## src/vtb_pkg.sv

```systemverilog
// shared types and constants for the virtual timer bank
package vtb_pkg;

  // bank geometry
  localparam int NUM_TIMERS   = 4;
  localparam int BANK_SIZE    = 4;
  localparam int TIMER_W      = 2;
  localparam int TICK_W       = 32;
  localparam int PERIOD_SHIFT = 2;

  // configuration port
  localparam int CFG_IDX_W  = 3;
  localparam int CFG_DATA_W = 32;

  localparam logic [CFG_IDX_W-1:0] REG_PERIOD_ZERO  = 3'd0;
  localparam logic [CFG_IDX_W-1:0] REG_PERIOD_ONE   = 3'd1;
  localparam logic [CFG_IDX_W-1:0] REG_PERIOD_TWO   = 3'd2;
  localparam logic [CFG_IDX_W-1:0] REG_PERIOD_THREE = 3'd3;
  localparam logic [CFG_IDX_W-1:0] REG_CYCLIC_MASK  = 3'd4;

  // request commands
  localparam logic CMD_CHECK = 1'b0;
  localparam logic CMD_START = 1'b1;

  typedef struct packed {
    logic               cmd;
    logic [TIMER_W-1:0] timer_index;
    logic [TICK_W-1:0]  now_tick;
  } in_t;

  typedef struct packed {
    logic [TIMER_W-1:0] expired_index;
    logic               last;
  } out_t;

  // controller to datapath commands
  typedef struct packed {
    logic               load;
    logic               arm;
    logic               scan;
    logic               flush;
    logic [TIMER_W-1:0] scan_idx;
  } ctrl_t;

endpackage

```

## src/vtb_ctrl.sv

```systemverilog
// controller state machine for the virtual timer bank
module vtb_ctrl (
  input  logic          clk,
  input  logic          rst,
  input  logic          start,
  input  logic          cmd,
  output logic          busy,
  output vtb_pkg::ctrl_t ctrl
);
  import vtb_pkg::*;

  typedef enum logic [1:0] {
    ST_IDLE,
    ST_ARM,
    ST_SCAN,
    ST_FLUSH
  } state_t;

  localparam logic [TIMER_W-1:0] LAST_IDX = TIMER_W'(NUM_TIMERS - 1);

  state_t             state;
  logic [TIMER_W-1:0] scan_idx;
  logic               accept;

  assign accept = start && !busy;

  // state, scan counter and busy flag
  always_ff @(posedge clk) begin
    if (rst) begin
      state    <= ST_IDLE;
      scan_idx <= '0;
      busy     <= 1'b0;
    end else begin
      case (state)
        ST_IDLE: begin
          scan_idx <= '0;
          if (accept) begin
            busy  <= 1'b1;
            state <= (cmd == CMD_START) ? ST_ARM : ST_SCAN;
          end
        end
        ST_ARM: begin
          busy  <= 1'b0;
          state <= ST_IDLE;
        end
        ST_SCAN: begin
          if (scan_idx == LAST_IDX) begin
            state <= ST_FLUSH;
          end else begin
            scan_idx <= scan_idx + 1'b1;
          end
        end
        ST_FLUSH: begin
          busy  <= 1'b0;
          state <= ST_IDLE;
        end
        default: begin
          busy  <= 1'b0;
          state <= ST_IDLE;
        end
      endcase
    end
  end

  // datapath commands
  always_comb begin
    ctrl.load     = accept;
    ctrl.arm      = (state == ST_ARM);
    ctrl.scan     = (state == ST_SCAN);
    ctrl.flush    = (state == ST_FLUSH);
    ctrl.scan_idx = scan_idx;
  end

endmodule

```

## src/vtb_dpath.sv

```systemverilog
// timer state, config registers, compare and rearm datapath
module vtb_dpath (
  input  logic                           clk,
  input  logic                           rst,
  input  vtb_pkg::ctrl_t                 ctrl,
  input  vtb_pkg::in_t                   request,
  input  logic                           cfg_we,
  input  logic [vtb_pkg::CFG_IDX_W-1:0]  cfg_index,
  input  logic [vtb_pkg::CFG_DATA_W-1:0] cfg_data,
  output logic                           result_valid,
  output vtb_pkg::out_t                  result
);
  import vtb_pkg::*;

  logic [TICK_W-1:0]    period [BANK_SIZE];
  logic [BANK_SIZE-1:0] cyclic_mask;
  logic [TICK_W-1:0]    deadline [NUM_TIMERS];
  logic [NUM_TIMERS-1:0] running;

  logic [TICK_W-1:0]  tick;
  logic [TIMER_W-1:0] arm_idx_q;
  logic               pend_valid;
  logic [TIMER_W-1:0] pend_idx;

  logic [TIMER_W-1:0] sel_idx;
  logic [TICK_W-1:0]  arm_sum;
  logic               hit;
  logic               arm_ok;

  // one shared adder: start arm or rearm during scan
  assign sel_idx = ctrl.arm ? arm_idx_q : ctrl.scan_idx;
  assign arm_sum = (period[sel_idx] >> PERIOD_SHIFT) + tick;
  assign arm_ok  = ({1'b0, arm_idx_q} < (TIMER_W + 1)'(NUM_TIMERS));

  // one timer compared per scan cycle
  assign hit = running[ctrl.scan_idx] && (tick > deadline[ctrl.scan_idx]);

  // config registers
  always_ff @(posedge clk) begin
    if (rst) begin
      for (int i = 0; i < BANK_SIZE; i++) begin
        period[i] <= '0;
      end
      cyclic_mask <= '0;
    end else if (cfg_we) begin
      case (cfg_index)
        REG_PERIOD_ZERO:  period[0] <= cfg_data;
        REG_PERIOD_ONE:   period[1] <= cfg_data;
        REG_PERIOD_TWO:   period[2] <= cfg_data;
        REG_PERIOD_THREE: period[3] <= cfg_data;
        REG_CYCLIC_MASK:  cyclic_mask <= cfg_data[BANK_SIZE-1:0];
        default: ;
      endcase
    end
  end

  // request capture
  always_ff @(posedge clk) begin
    if (ctrl.load) begin
      tick      <= request.now_tick;
      arm_idx_q <= request.timer_index;
    end
  end

  // deadlines: payload only, gated by running
  always_ff @(posedge clk) begin
    if (ctrl.arm && arm_ok) begin
      deadline[arm_idx_q] <= arm_sum;
    end else if (ctrl.scan && hit && cyclic_mask[ctrl.scan_idx]) begin
      deadline[ctrl.scan_idx] <= arm_sum;
    end
  end

  // running flags and result sequencing
  always_ff @(posedge clk) begin
    if (rst) begin
      running      <= '0;
      pend_valid   <= 1'b0;
      result_valid <= 1'b0;
    end else begin
      result_valid <= 1'b0;
      if (ctrl.arm && arm_ok) begin
        running[arm_idx_q] <= 1'b1;
      end
      // an expiry waits one hit so the final one can be marked
      if (ctrl.scan && hit) begin
        running[ctrl.scan_idx] <= cyclic_mask[ctrl.scan_idx];
        if (pend_valid) begin
          result_valid <= 1'b1;
        end
        pend_valid <= 1'b1;
      end
      if (ctrl.flush) begin
        result_valid <= pend_valid;
        pend_valid   <= 1'b0;
      end
    end
  end

  // result payload
  always_ff @(posedge clk) begin
    if (ctrl.scan && hit) begin
      pend_idx             <= ctrl.scan_idx;
      result.expired_index <= pend_idx;
      result.last          <= 1'b0;
    end else if (ctrl.flush) begin
      result.expired_index <= pend_idx;
      result.last          <= 1'b1;
    end
  end

endmodule

```

## src/virtual_timer_bank.sv

```systemverilog
// top level of the virtual timer bank
//
//  channel   handshake            payload
//  request   start / busy         request (cmd, timer_index, now_tick)
//  result    result_valid strobe  result (expired_index, last)
//  config    cfg_we               cfg_index, cfg_data
//
// a start request keeps busy high for 1 cycle after it is taken
// a check request keeps busy high while each timer in turn goes through the
// shared compare and adder, then while the last result is marked
// results come out in the cycle after the next expiring timer is compared, the
// last one in the cycle busy falls; the receiver takes each result as it appears
// synchronous reset stops all timers and clears the periods and cyclic mask
module virtual_timer_bank (
  input  logic                           clk,
  input  logic                           rst,
  input  logic                           start,
  output logic                           busy,
  input  vtb_pkg::in_t                   request,
  output logic                           result_valid,
  output vtb_pkg::out_t                  result,
  input  logic                           cfg_we,
  input  logic [vtb_pkg::CFG_IDX_W-1:0]  cfg_index,
  input  logic [vtb_pkg::CFG_DATA_W-1:0] cfg_data
);
  import vtb_pkg::*;

  ctrl_t ctrl;

  // controller
  vtb_ctrl u_ctrl (
    .clk   (clk),
    .rst   (rst),
    .start (start),
    .cmd   (request.cmd),
    .busy  (busy),
    .ctrl  (ctrl)
  );

  // datapath
  vtb_dpath u_dpath (
    .clk          (clk),
    .rst          (rst),
    .ctrl         (ctrl),
    .request      (request),
    .cfg_we       (cfg_we),
    .cfg_index    (cfg_index),
    .cfg_data     (cfg_data),
    .result_valid (result_valid),
    .result       (result)
  );

endmodule

```

## config.mk

```make
export PLATFORM = sky130hd
export DESIGN_NAME = virtual_timer_bank
export DESIGN_NICKNAME = d
export VERILOG_FILES = /design/src/vtb_pkg.sv /design/src/vtb_ctrl.sv /design/src/vtb_dpath.sv /design/src/virtual_timer_bank.sv
export SDC_FILE = /design/constraint.sdc
export NUM_CORES = 1
export LEC_CHECK = 0
export BUFFER_PORTS_ARGS = -buffer_cell sky130_fd_sc_hd__buf_2
export CORE_MARGIN = 2
export CORE_UTILIZATION = 50
export DETAILED_ROUTE_END_ITERATION = 8
export PLACE_DENSITY = 0.67
export SETUP_SLACK_MARGIN = 0.15
export SLEW_MARGIN = 0
export SYNTH_ARGS = -nofsm -noshare
export SYNTH_HDL_FRONTEND = slang
export SYNTH_SLANG_ARGS = --single-unit
```

## constraint.sdc

```tcl
create_clock -name clk -period 3.81 [get_ports clk]
set_input_delay 0.5715 -clock clk [delete_from_list [all_inputs] [get_ports clk]]
set_output_delay 0.5715 -clock clk [all_outputs]
set_load 0.02 [all_outputs]
```

==> Yosys cells after proc, flatten, opt, wreduce, memory -nomap -nowiden <==
Memories as Yosys holds them, arrays and structs flattened. A register that Yosys moved wholly into a read port is not among the register bits.
Cells that the tools add are included.
{ "totals": {"reg_bits": 54, "ram_bits": 256, "out_inout_bits": 5, "word_cells": 114, "mem_count": 2} }
{ "classes": {"addsub": 2, "n_lt_le_gt_ge": 5, "n_eq_ne": 11, "n_mux": 58, "n_bitwise": 5, "reduce_logical": 19} }
{ "mem_list": {"columns": ["name", "words", "width", "rd", "rd_ports_with_merged_regs", "wr", "line", "source"], "rows": [
  ["u_dpath.deadline", 4, 32, 1, 1, 1, "vtb_dpath.sv:17", "logic [TICK_W-1:0] deadline [NUM_TIMERS];"],
  ["u_dpath.period", 4, 32, 1, 0, 4, "vtb_dpath.sv:15", "logic [TICK_W-1:0] period [BANK_SIZE];"]
]} }
{ "op_table": {"columns": ["op", "n"], "rows": [
  ["32-bit 2-to-1 mux", 5],
  ["30-bit by 32-bit adder with 32-bit output", 1],
  ["32-bit greater-than comparator", 1],
  ["1-bit 2-to-1 mux", 32],
  ["32-bit OR reduction", 1],
  ["2-bit 2-to-1 mux", 8],
  ["4-bit 2-to-1 mux", 3],
  ["2-bit AND reduction", 4],
  ["2-bit == test, second input constant", 3],
  ["3-bit by 2-bit == test with 1-bit output, second input constant", 2],
  ["1-bit logical AND", 6],
  ["2-bit by 3-bit less-than comparator with 1-bit output, second input constant", 2],
  ["3-bit 2-to-1 mux", 2],
  ["2-bit one-hot mux with 3 select lines", 1],
  ["2-bit nonzero test", 3],
  ["1-bit binary-select mux with 2-bit select", 2],
  ["4-bit bitwise mux", 1],
  ["1-bit demux with 2-bit select", 2],
  ["2-bit by 1-bit greater-or-equal comparator with 1-bit output, second input constant", 2],
  ["2-bit inequality test, second input constant", 2],
  ["1-bit bitwise OR", 4],
  ["4-bit bitwise OR", 1],
  ["2-bit one-hot mux with 2 select lines", 1],
  ["2-bit OR reduction", 2],
  ["9 further kinds", 9]
]} }

==> Depth between registers and ports, before layout <==
Gate-level depths: netlist (run 1).
{ "depth": {"word_depth": 10, "depth_mapped": 15} }

==> Modules after synthesis <==
From an unflattened synthesis (run 1), not the netlist that was laid out.
{ "unflattened": {"cells_unflattened": 956, "area_unflattened_um2": 14228.6} }
{ "modules_own_cells": {"columns": ["mod", "instances", "cells_per_inst", "area_per_inst_um2"], "rows": [
  ["vtb_dpath", 1, 927, 13973.4],
  ["vtb_ctrl", 1, 29, 255.2]
]} }

==> Least setup slack after synthesis (run 1) <==
Ideal clock, no wire load.
{ "synth_path": {"path_type": "flip-flop to flip-flop", "startpoint": "reg (tool-made name)", "endpoint": "mem u_dpath.deadline[1][0] (enable)", "setup_ns": 0.400, "arrival_time_ns": 3.793, "setup_slack_ns": -0.383, "path_stages_with_launch": 15, "path_buffers": 3, "path_cell_list": "dfxtp_1 clkbuf_1 buf_1 mux4_2 inv_1 ha_1 a21o_1 a21o_1 a211o_1 o211ai_1 a21oi_1 nor3_2 a21boi_1 buf_2 a41o_1"} }
{ "synth_rtl": {"columns": ["element", "line"], "rows": [
  ["end, declared", "vtb_dpath.sv:17"]
]} }

==> Worst setup path in the final report (run 1) <==
{ "layout_path": {"startpoint": "reg u_ctrl.state[0]", "endpoint": "mem u_dpath.deadline[1][29] (data pin)"} }
{ "layout_via": {"elab_chain_len": 5} }
{ "layout_lines": {"columns": ["element", "line", "source"], "rows": [
  ["start, declared", "vtb_ctrl.sv:21", "state_t state;"],
  ["start signal, assigned", "vtb_ctrl.sv:39", "state <= (cmd == CMD_START) ? ST_ARM : ST_SCAN;"],
  ["2-bit by 1-bit == test with 1-bit output", "vtb_ctrl.sv:68", "ctrl.arm = (state == ST_ARM);"],
  ["2-bit 2-to-1 mux", "vtb_dpath.sv:31", "assign sel_idx = ctrl.arm ? arm_idx_q : ctrl.scan_idx;"],
  ["memory read 4 x 32 bit", null, null],
  ["30-bit by 32-bit adder with 32-bit output", "vtb_dpath.sv:32", "assign arm_sum = (period[sel_idx] >> PERIOD_SHIFT) + tick;"],
  ["net u_dpath.arm_sum[29]", "vtb_dpath.sv:26", "logic [TICK_W-1:0] arm_sum;"],
  ["32-bit 2-to-1 mux (no line)", null, null]
]} }
The timed path passes the listed nets, and every way through them passes these cells.

==> run metrics, run 1 <==
Worst Slack Setup Final ~0.056 ns; Area Growth Syn to Fin 23.1%; CP peak stage delay 0.50 ns; NumNets Final roughly 1300; CP Capture Type flip-flop; final hold vios 0; share of cells above drive strength 1 approximately 33%; XOR/XNOR Fraction of Synth Area 1.42%; fin crit share 98.5%; H-tree levels 2; Clock Tree Root clkbuf_16; initial core utilization 50.8%; adder-cell share of the synthesized area 5.97%; vias per cell 5.50; total wire length 30900 um; compound-cell area share of the yosys netlist 6.57%; clock buffer depth 3; worst vdd ir 0.361 mV; largest net degree at the start of global routing 33; syn_nets about 1100; routability cong. 0.889; status complete, no violations; multiplexer share of the synthesized area about 11%; clock slew at reported path FFs 0.06 ns; Post-synth EDFFs between 200 and 300; antenna viol nets, final 0; die height ~170 um; Die Area 29700 um2; Worst path slowest cell mux4_2; hold buffer count at CTS 0; RSZ-0062 raised after global routing yes; CTS buffer count 34; Yosys top cell by area edfxtp_1; Post-Place Worst Slack -0.240 ns; vias in the first global route 8484; GRT Util Overall between 20 and 25%; drt first pass iters 5; hpwl dp 21100 um; clock latency on the worst-skew pair 0.52 ns; max-slew violation count 0; Synth Area per Inst roughly 15 um2; FF+latch count, synth around 300; asr flop ratio synth 0%; most frequent CP cell buf_4; measured slew at the worst slew-check pin 0.917 ns; Post-Synthesis Cells ~930; mapped cell area 14200 um2; Antenna Diode Count 0; CTS tree built; # rows 61; post-layout min period 3.75 ns; Non-Filler Instances 1513; port buffer count 78; Primary FF master, synth edfxtp_1; Die Wd 172 um; Setup violations, final 0; Post-Place Cell Area 15700 um2; I/O pin count 79; global-route wire length before repair between 40000 and 50000 um; max-cap violations 0; Yosys top cell area share between 60% and 70%; initial antenna violation count 0; Critical Path Fanout Max 8; worst path arrival time 3.96 ns; Vias 8325; fillers 2082; CTS Sinks 304; P per Cell Area between 400 and 500 nW/um2; Finished Core Util 62.5%; Yosys cell types 58; Yosys warning count 0; simple-gate share of the synthesized area under 10%; Worst Path Required 4.02 ns; largest cells by area after synthesis edfxtp_1 (61%), mux4_2 (10%), ha_1 (5.8%); Final Instance Area roughly 17000 um2; drt wl/cell 20.4 um; critical setup path kind flip-flop to flip-flop; core area 27900 um2; Max Freq between 200 and 300 MHz; placed instance count between 1000 and 1500; sequential share of the synthesized area 63.2%; DRC errors left 0; Startpoint Class flip-flop; most numerous cell in the Yosys netlist edfxtp_1; largest family of logic cells by synthesized area multiplexers; Tightest Hold Check Type input port to flip-flop; crit-path cells nor2b_4 > nand2_2 > o21a_4 > buf_12 > buf_16 > buf_4 > buf_4 > buf_4 > mux4_2 > ha_1 > and2_1 > o21ai_0 > nor4b_2 > a31oi_2 > nand4b_1 > o211ai_1; Slew headroom 38.9%; DRT iter0 DRCs 579; global route total overflow 0; Leakage roughly 0.0065 uW; synth cell count leaders edfxtp_1 (286), and2_1 (123), ha_1 (66); clock skew 0.0237 ns
routing by layer:
layer  global-route usage (%)  vias to the layer above  part of all wire [%]
met5                        0                        -                     0
met4                     5.22                        0                   1.9
met3                     4.19                       49                   5.3
met2                     35.9                      207                    48
met1                     30.1                     4136                    45
li1                         -                     3933                     -
stage by stage:
stage / TNS, ns / hold slack [ns] / total power (uW)
floorplan: 0 / 0.446 / 4690
global placement: -5.12 / 0.445 / 5090
detailed placement: -7.58 / 0.468 / 5120
CTS: 0 / 0.209 / 8230
global route: -1.31 / 0.209 / 8590
finish: 0 / 0.227 / 8280
report_power, final:
part / internal, uW / leakage (uW) / switching, uW
logic: 581 / 0.00322 / 668
registers: 3930 / 0.00283 / 71.2
clock network: 1760 / 0.000491 / 1270
state kept, by name (all words and copies together) (netlist names), named ones only:
name	flops
u_dpath.period	120
u_ctrl.scan_idx	2
u_dpath.running	4
u_dpath.arm_idx_q	2
u_ctrl.busy	1
u_dpath.cyclic_mask	4
u_dpath.result_valid	1
u_dpath.pend_valid	1
u_ctrl.state	2
u_dpath.tick	32
u_dpath.deadline	128
u_dpath.result	3
u_dpath.pend_idx	2
cells in the final DEF (no fill, tap or decap), drive strengths merged, types with 18 or more instances in the layout:
cell type / synthesis / final
edfxtp: 286 / 286
buf: 11 / 175
and2: 123 / 123
ha: 66 / 66
mux4: 64 / 64
inv: 45 / 46
clkbuf: 21 / 43
a21oi: 40 / 40
nand2: 30 / 30
nor2: 29 / 29
o21ai: 25 / 25
a21o: 22 / 22
dfxtp: 18 / 18
area by class of cell:
cell class                      instances  area, um2  share of cell area, %
Clock inverter                         17        124                  0.711
Tap cell                              378        473                   2.71
Sequential cell                       304       8950                   51.4
Timing Repair Buffer                  175       1340                   7.67
Clock buffer                           43        906                   5.20
Multi-Input combinational cell        550       5460                   31.3
Inverter                               46        173                  0.991
timing repair:
action / in CTS / in global routing
setup endpoints to repair: 191 / 202
gates resized for setup: 45 / 52
buffers inserted: 9 / 4
gates cloned: 1 / 0
pin swaps: 12 / 19
endpoints found under the hold margin: 0 / 0
cells by family (layout without fill, tap and decap cells):
logic type	after synthesis	after routing
buf+inv	78	281
fa+ha+maj	67	67
flops	304	304
xor+xnor	23	23
mux	74	74
compound gates	140	140
simple gates	246	246
path summary, 6_finish.rpt:
kind / cells past startpoint / slack (ns) / endpoint / from
max: 16 / 0.06 / u_dpath.deadline[1][29]$_DFFE_PP_ / u_ctrl.state[0]$_SDFFE_PP0P_
min: 1 / 0.23 / u_dpath.tick[11]$_DFFE_PP_ / request[11]
max reg2reg: 16 / 0.06 / u_dpath.deadline[1][29]$_DFFE_PP_ / u_ctrl.state[0]$_SDFFE_PP0P_
min reg2reg: 1 / 0.47 / u_dpath.result_valid$_SDFF_PP0_ / u_dpath.pend_valid$_SDFFE_PP0N_
critical path: cells and delay by family, from the launching register on:
| kind | cells | cell delay, ns |
|---|---|---|
| and+or+nand+nor | 5 | 0.89 |
| DFF | 1 | 0.32 |
| muxes | 1 | 0.50 |
| adders and majority gates | 1 | 0.31 |
| AOI/OAI and AO/OA | 4 | 0.74 |
| buffers and inverters | 5 | 0.68 |
No activity file was read; power rests on OpenSTA's default activity.
==> run 2, diff against run 1 <==
--- a/config.mk
+++ b/config.mk
@@ -14,4 +14,5 @@
 export SLEW_MARGIN = 0
 export SYNTH_ARGS = -nofsm -noshare
 export SYNTH_HDL_FRONTEND = slang
+export SYNTH_HIERARCHICAL = 1
 export SYNTH_SLANG_ARGS = --single-unit
==> constraint.sdc (replaced) <==
create_clock -name clk -period 3.81 [get_ports clk]
set_input_delay 0.762 -clock clk [delete_from_list [all_inputs] [get_ports clk]]
set_output_delay 0.762 -clock clk [all_outputs]
set_load 0.02 [all_outputs]
==> run 2 against run 1 <==
The flow now finishes with violations (negative setup slack). Power grew 1.0%. Core utilization increased by 2.8 points. Setup slack got worse by 0.15 ns. Wire length is 1.0% higher. Fmax down 3.9%. First-iteration DRC count down 0.17%. Final area increased by 4.8%.
==> run metrics, run 2 <==
final hold vios 0 (unchanged); Primary FF master, synth edfxtp_1; Yosys warning count 6 (+6); hpwl dp 20300 um (-3.8%); synth cell count leaders edfxtp_1 (286), and2_1 (121), mux4_2 (64); WHS Path Cells 1 (unchanged); drt first pass iters 5 (unchanged); DRC errors left 0 (unchanged); Antenna Diode Count 0 (unchanged); Post-Place Worst Slack -0.215 ns (+0.0256 ns); global-route wire length before repair 47200 um (-1.0%); Reg power frac 47.5% (-0.8 points); clock latency on the worst-skew pair 0.56 ns (+0.04 ns); antenna viol nets, final 0 (unchanged); measured slew at the worst slew-check pin 0.885 ns (-0.0317 ns); max FFs per register 128 (unchanged); clock buffer depth 3 (unchanged); fillers 1981 (-4.9%); Critical Path Fanout Max 4 (-4); I/O pin count 79 (unchanged); HP Start request[33]; clock slew at reported path FFs 0.07 ns (about the same); syn_nets 1094 (+2.0%); global route total overflow 0 (unchanged); CTS tree built; FF+latch count, synth 302 (-0.66%); commonest non-fill, non-tap cells in the layout edfxtp_1 (286), buf_4 (126), and2_1 (120); asr flop ratio synth 0% (unchanged); vias in the first global route 8550 (+0.78%); max-cap violations 0 (unchanged); H-tree levels 1 (-1); critical setup path kind flip-flop to flip-flop; combinational share of power 18.3% (+3.2 points); Area Growth Syn to Fin 28.3%; # rows 61 (unchanged); Setup TNS Final -1.58 ns (-1.58 ns); Die Area 29800 um2 (+0.50%); commonest non-fill, non-tap cell in the layout edfxtp_1; total wire length 31200 um (+1.0%); fin crit share 103% (+4.0 points); R2R Path End u_dpath/deadline[3][21]$_DFFE_PP_; Leakage 0.00690 uW (+5.5%); Yosys cell types 61 (+5.2%); P_int 6290 uW (+0.42%); core area 27900 um2 (+0.27%); die height 173 um (+0.25%); clock power share 34.2% (-2.4 points); worst path arrival time 4.21 ns (+0.25 ns); worst reg2reg path depth 18 (+2); NumNets Final 1322 (+5.6%); largest reg by FF count u_dpath/deadline; CTS buffer count 31 (-8.8%); CTS Sinks 302 (-0.66%); max-slew violation count 0 (unchanged); Vias 8650 (+3.9%); sequential share of the synthesized area 62.6% (-0.60 points); Largest regs u_dpath/deadline (128), u_dpath/period (120), u_dpath/tick (32); CP Capture Type flip-flop; R2R Path Start u_ctrl/state[0]$_SDFFE_PP0P_; Slew headroom 41.0% (+2.1 points); Tightest Hold Check Type input port to flip-flop; routability cong. 0.894 (+0.52%); largest cells by area after synthesis edfxtp_1 (60%), mux4_2 (10%), ha_1 (5.5%); vias per cell 5.46 (-0.82%); Yosys top cell by area edfxtp_1; RSZ-0062 raised after global routing yes; failing checks negative setup slack; P per Cell Area 458 nW/um2 (-3.6%); largest net degree at the start of global routing 33 (unchanged); post-layout min period 3.91 ns (+0.153 ns); drt wl/cell 19.7 um (-3.6%); worst vdd ir 0.364 mV (+1.0%); most numerous cell in the Yosys netlist edfxtp_1; Hold Crit Endpoint u_dpath/arm_idx_q[1]$_DFFE_PP_; register area 8910 um2 (-0.43%); initial core utilization 50.9% (+0.12 points); r2r setup slk -0.1 ns (-0.15 ns); Die Wd 173 um (+0.25%); switching power share of the total 24.7% (+0.43 points); DRT iter0 DRCs 578 (-0.17%); Post-synth EDFFs 286 (unchanged); port buffer count 78 (unchanged); hold buffer count at CTS 0 (unchanged); Worst Slack Setup Final -0.0978 ns (-0.153 ns); status finished with violations; Worst Path Required 4.11 ns (+0.09 ns); share of cells above drive strength 1 38.7% (+5.5 points); Max Freq 256 MHz (-3.9%); GRT Util Overall 20.3% (-1.4 points); clock skew 0.0208 ns (-0.00288 ns); initial antenna violation count 0 (unchanged); Setup violations, final 32 (+32); Psw 2070 uW (+2.8%); Yosys top cell area share 60.4% (-0.31 points); Startpoint Class flip-flop; mapped cell area 14200 um2 (+0.51%); area of the multi-input gates 5830 um2 (+6.9%); Post-Synthesis Cells 956 (+2.6%); Clock Tree Root clkbuf_16; Synth Area per Inst 14.9 um2 (-2.0%)
[run 2: cell types whose count changed after synthesis, sizes merged, moves of 4 or more]
| cell | before | now |
|---|---|---|
| clkbuf | 21 | 30 |
| mux2i | 10 | 6 |
| a211oi | 5 | 10 |
| nor2 | 29 | 45 |
| nor3 | 15 | 5 |
| and3 | 6 | 1 |
| nand3 | 9 | 18 |
| a41o | 4 | 0 |
| inv | 45 | 50 |
| nand2 | 30 | 25 |
[run 2: how the worst max path moves through the flow]
| stage | from | endpoint | cells past startpoint |
|---|---|---|---|
| 2_1_floorplan | u_ctrl/state[0]$_SDFFE_PP0P_ | u_dpath/deadline[0][30]$_DFFE_PP_ | 15 |
| 3_3_place_gp | u_ctrl/state[0]$_SDFFE_PP0P_ | u_dpath/deadline[1][31]$_DFFE_PP_ | 13 |
| 3_5_place_dp | u_ctrl/state[0]$_SDFFE_PP0P_ | u_dpath/deadline[1][31]$_DFFE_PP_ | 13 |
| 4_1_cts | u_ctrl/state[0]$_SDFFE_PP0P_ | u_dpath/deadline[3][30]$_DFFE_PP_ | 14 |
| 5_1_grt | u_ctrl/state[0]$_SDFFE_PP0P_ | u_dpath/deadline[3][31]$_DFFE_PP_ | 15 |
| 6_report | u_ctrl/state[0]$_SDFFE_PP0P_ | u_dpath/deadline[3][21]$_DFFE_PP_ | 18 |
[run 2: per-stage QoR]
step	power [uW]	util, %	cells	hold slack [ns]	area [um2]
4_1_cts	8210	63.1	1553	0.356	17600
3_5_place_dp	5170	57.1	1470	0.432	15900
5_1_grt	8680	65.3	1585	0.358	18300
2_1_floorplan	4720	-	956	0.418	14400
6_report	8360	65.3	1585	0.376	18300
3_3_place_gp	5150	57.1	1470	0.429	15900
[run 2: what timing repair did]
action	4_1_cts	5_1_grt
buffers inserted	24	31
endpoints found under the hold margin	0	0
setup endpoints to repair	103	133
pin swaps	35	38
resized for setup	67	70
gates cloned	3	1
[run 2: logic make-up (layout without fill, tap and decap cells)]
logic type | count (synthesis) | in the layout | synth area share, %
compound gates | 145 | 145 | 6.91
mux | 70 | 70 | 10.6
flops | 302 | 302 | 62.6
xor+xnor | 23 | 23 | 1.42
simple gates | 260 | 260 | 10.3
fa+ha+maj | 64 | 64 | 5.68
buf+inv | 92 | 343 | 2.57
[run 2: critical path, stage by stage, from the launching register on]
cell	delay (ns)
dfxtp_2	0.32
nor2b_4	0.17
mux2i_4	0.26
buf_12	0.15
buf_12	0.10
buf_16	0.11
buf_6	0.10
mux4_2	0.55
ha_4	0.29
o21a_1	0.13
o21ai_1	0.08
o21bai_4	0.19
o31ai_4	0.35
buf_4	0.18
nor2_4	0.04
buf_6	0.12
o31ai_4	0.25
xor2_1	0.10
buf_4	0.15
[run 2: per-layer routing]
metal	GRT usage, %	vias up	routed length (um)
met5	0	-	0
met4	5.79	0	603
met3	3.23	41	1800
met2	32.8	213	15100
met1	29.0	4297	13700
li1	-	4099	-
[run 2: area by class of cell]
cell class,count,area share (%)
Sequential cell,302,48.8
Timing Repair Buffer,237,10.3
Inverter,50,1.03
Multi-Input combinational cell,562,32.0
Clock buffer,36,4.41
Tap cell,378,2.59
Clock inverter,20,0.877
[run 2: power groups by stage]
stage	sequential (uW)	clock (uW)	combinational [uW]
CTS	3970	2910	1330
finish	3980	2860	1530
global route	3990	3040	1650
global placement	4040	0	1110
detailed placement	4040	0	1130
floorplan	4010	0	703
==> run 3, diff against run 2 <==
--- a/config.mk
+++ b/config.mk
@@ -5,7 +5,7 @@
 export SDC_FILE = /design/constraint.sdc
 export NUM_CORES = 1
 export LEC_CHECK = 0
-export BUFFER_PORTS_ARGS = -buffer_cell sky130_fd_sc_hd__buf_2
+export BUFFER_PORTS_ARGS = -buffer_cell sky130_fd_sc_hd__buf_4
 export CORE_MARGIN = 2
 export CORE_UTILIZATION = 50
 export DETAILED_ROUTE_END_ITERATION = 8
==> run 3 against run 2 <==
The run still ends with negative setup slack left. Count of clock-buffer cells in the layout is the same. Power decreased by 2.4%. Largest cell class unchanged. First-iteration DRC count is 18% higher. Final area down 2.0%. Clock power decreased by 3%. Register-to-register slack improved by 0.02 ns. Cell count fell by 2.7%. Critical endpoint is now u_dpath/deadline[3][30]$_DFFE_PP_.
==> run metrics, run 3 (synthesis results as in run 2) <==
status finished with violations; failing checks negative setup slack; placed instance count 1454 (-1.1%); fin crit share 102% (-0.62 points); Worst path slowest cell mux4_2; post-layout min period 3.88 ns (-0.0235 ns); max-cap violations 0 (unchanged); CP Depth 14 (-4); Largest regs u_dpath/deadline (128), u_dpath/period (120), u_dpath/tick (32); drt wl/cell 20.2 um (+2.5%); CP Capture Type flip-flop; critical setup path kind flip-flop to flip-flop; antenna viol nets, final 0 (unchanged); Post-Place Worst Slack -0.187 ns (+0.0282 ns); Area Growth Syn to Fin 25.8%; max FFs per register 128 (unchanged); worst reg2reg path depth 14 (-4); clock skew 0.0120 ns (-0.00887 ns); port buffer count 78 (unchanged); Setup violations, final 16 (-50%); P per Cell Area 456 nW/um2 (-0.43%); R2R Path Start u_ctrl/state[0]$_SDFFE_PP0P_; CTS tree built; most frequent CP cell nand3_2; R2R Path End u_dpath/deadline[3][30]$_DFFE_PP_; total wire length 31100 um (-0.28%); measured slew at the worst slew-check pin 0.879 ns (-0.00634 ns); vias per cell 5.57 (+2.0%); Antenna Diode Count 0 (unchanged); Die Area 29800 um2 (unchanged); RSZ-0062 raised after global routing yes; initial core utilization 50.9% (unchanged); clock latency on the worst-skew pair 0.56 ns (about the same); Tightest Hold Check Type input port to flip-flop; CTS Sinks 302 (unchanged); core area 27900 um2 (unchanged); Worst Slack Setup Final -0.0743 ns (+0.0235 ns); routability cong. 0.862 (-3.6%); hpwl dp 20500 um (+1.1%); Slew headroom 41.4% (+0.42 points); Die Wd 173 um (unchanged); commonest non-fill, non-tap cell in the layout edfxtp_1; DRT iter0 DRCs 682 (+18%); Max Freq 257 MHz (+0.60%); critical path endpoint u_dpath/deadline[3][30]$_DFFE_PP_; CP startpoint u_ctrl/state[0]$_SDFFE_PP0P_; final hold vios 0 (unchanged); largest net degree at the start of global routing 46 (+39%); vias in the first global route 8731 (+2.1%); CTS buffer count 30 (-3.2%); Clock Tree Root clkbuf_16; global-route wire length before repair 48200 um (+2.1%); # rows 61 (unchanged); r2r setup slk -0.07 ns (+0.02 ns); max-slew violation count 0 (unchanged); DRC errors left 0 (unchanged); I/O pin count 79 (unchanged); worst path arrival time 4.18 ns (-0.03 ns); share of cells above drive strength 1 35.1% (-3.6 points); Non-Filler Instances 1542 (-2.7%); Leakage 0.00671 uW (-2.8%); worst vdd ir 0.351 mV (-3.6%); hold buffer count at CTS 0 (unchanged); largest reg by FF count u_dpath/deadline; initial antenna violation count 1 (+1); Worst Path Required 4.11 ns (about the same); global route total overflow 0 (unchanged); GRT Util Overall 20.7% (+0.34 points); clock slew at reported path FFs 0.07 ns (about the same); H-tree levels 1 (unchanged); critical path's top delay family compound AO/OA/AOI/OAI gates; Worst Path Buf+Inv 1 (-6); drt first pass iters 5 (unchanged); CP peak stage delay 0.53 ns (-0.02 ns); crit-path cells nor2b_4 > mux2i_4 > buf_6 > mux4_2 > ha_4 > fa_2 > a211oi_4 > o21ai_2 > nand3_2 > nand3_2 > o21a_1 > a221o_2 > o31ai_4 > xnor2_2; Post-Place Cell Area 16000 um2 (+0.55%); Final Instance Area 17900 um2 (-2.0%); die height 173 um (unchanged); Vias 8587 (-0.73%); Critical Path Fanout Max 4 (unchanged); commonest non-fill, non-tap cells in the layout edfxtp_1 (286), buf_4 (168), and2_1 (120); clock buffer depth 3 (unchanged); NumNets Final 1278 (-3.3%); Startpoint Class flip-flop
## run 3: cell count changes in the layout (fill, tap and decap cells not counted), sizes merged
cell and change:
buf -43, clkinvlp -5, bufinv -1, clkinv +6
## run 3: power by group
part	total, uW	switching (uW)	leakage (uW)	internal [uW]
Sequential	3980	71.4	0.00280	3910
Combinational	1420	731	0.00345	691
Clock	2760	1220	0.000452	1540
Total	8160	2020	0.00671	6140
## run 3: layout make-up
cell class              instances  area [um2]
repair buffers                194        1720
clock inverters                20         120
clock buffers                  36         795
inverters                      50         188
fillers                      2062       10000
multi-input cells             562        5690
flip-flops and latches        302        8910
well taps                     378         473
## run 3: per-stage QoR
stage | hold slack (ns) | power (uW) | setup TNS [ns] | util [%]
floorplan | 0.418 | 4720 | -0.177 | -
global placement | 0.429 | 5160 | -0.672 | 57.4
detailed placement | 0.437 | 5190 | -2.14 | 57.4
CTS | 0.360 | 8060 | -0.419 | 62.6
global route | 0.358 | 8470 | -4.53 | 64.1
finish | 0.378 | 8160 | -0.767 | 64.1
## run 3: timing repair
action	in CTS	in global routing
endpoints found under the setup margin	48	212
setup buffers	14	14
pin swaps	27	34
hold endpoints to repair	0	0
gates cloned	3	1
resized for setup	58	53
## run 3: layer usage
| layer | vias to the layer above | GRT usage, % | routed length [um] |
|---|---|---|---|
| li1 | 4011 | - | - |
| met1 | 4347 | 29.3 | 14200 |
| met2 | 180 | 34.4 | 15100 |
| met3 | 47 | 2.73 | 1270 |
| met4 | 2 | 4.91 | 609 |
| met5 | - | 0 | 11 |
## run 3: how the worst min path moves through the flow
stage | to | depth (start not counted) | start | slack (ns)
6_report | u_dpath/tick[28]$_DFFE_PP_ | 1 | request[28] | 0.38
5_1_grt | u_dpath/tick[25]$_DFFE_PP_ | 1 | request[25] | 0.36
4_1_cts | u_dpath/arm_idx_q[1]$_DFFE_PP_ | 1 | request[33] | 0.36
3_5_place_dp | u_dpath/result_valid$_SDFF_PP0_ | 2 | u_dpath/pend_valid$_SDFFE_PP0N_ | 0.44
3_3_place_gp | u_dpath/result_valid$_SDFF_PP0_ | 2 | u_dpath/pend_valid$_SDFFE_PP0N_ | 0.43
2_1_floorplan | u_dpath/result_valid$_SDFF_PP0_ | 2 | u_dpath/pend_valid$_SDFFE_PP0N_ | 0.42
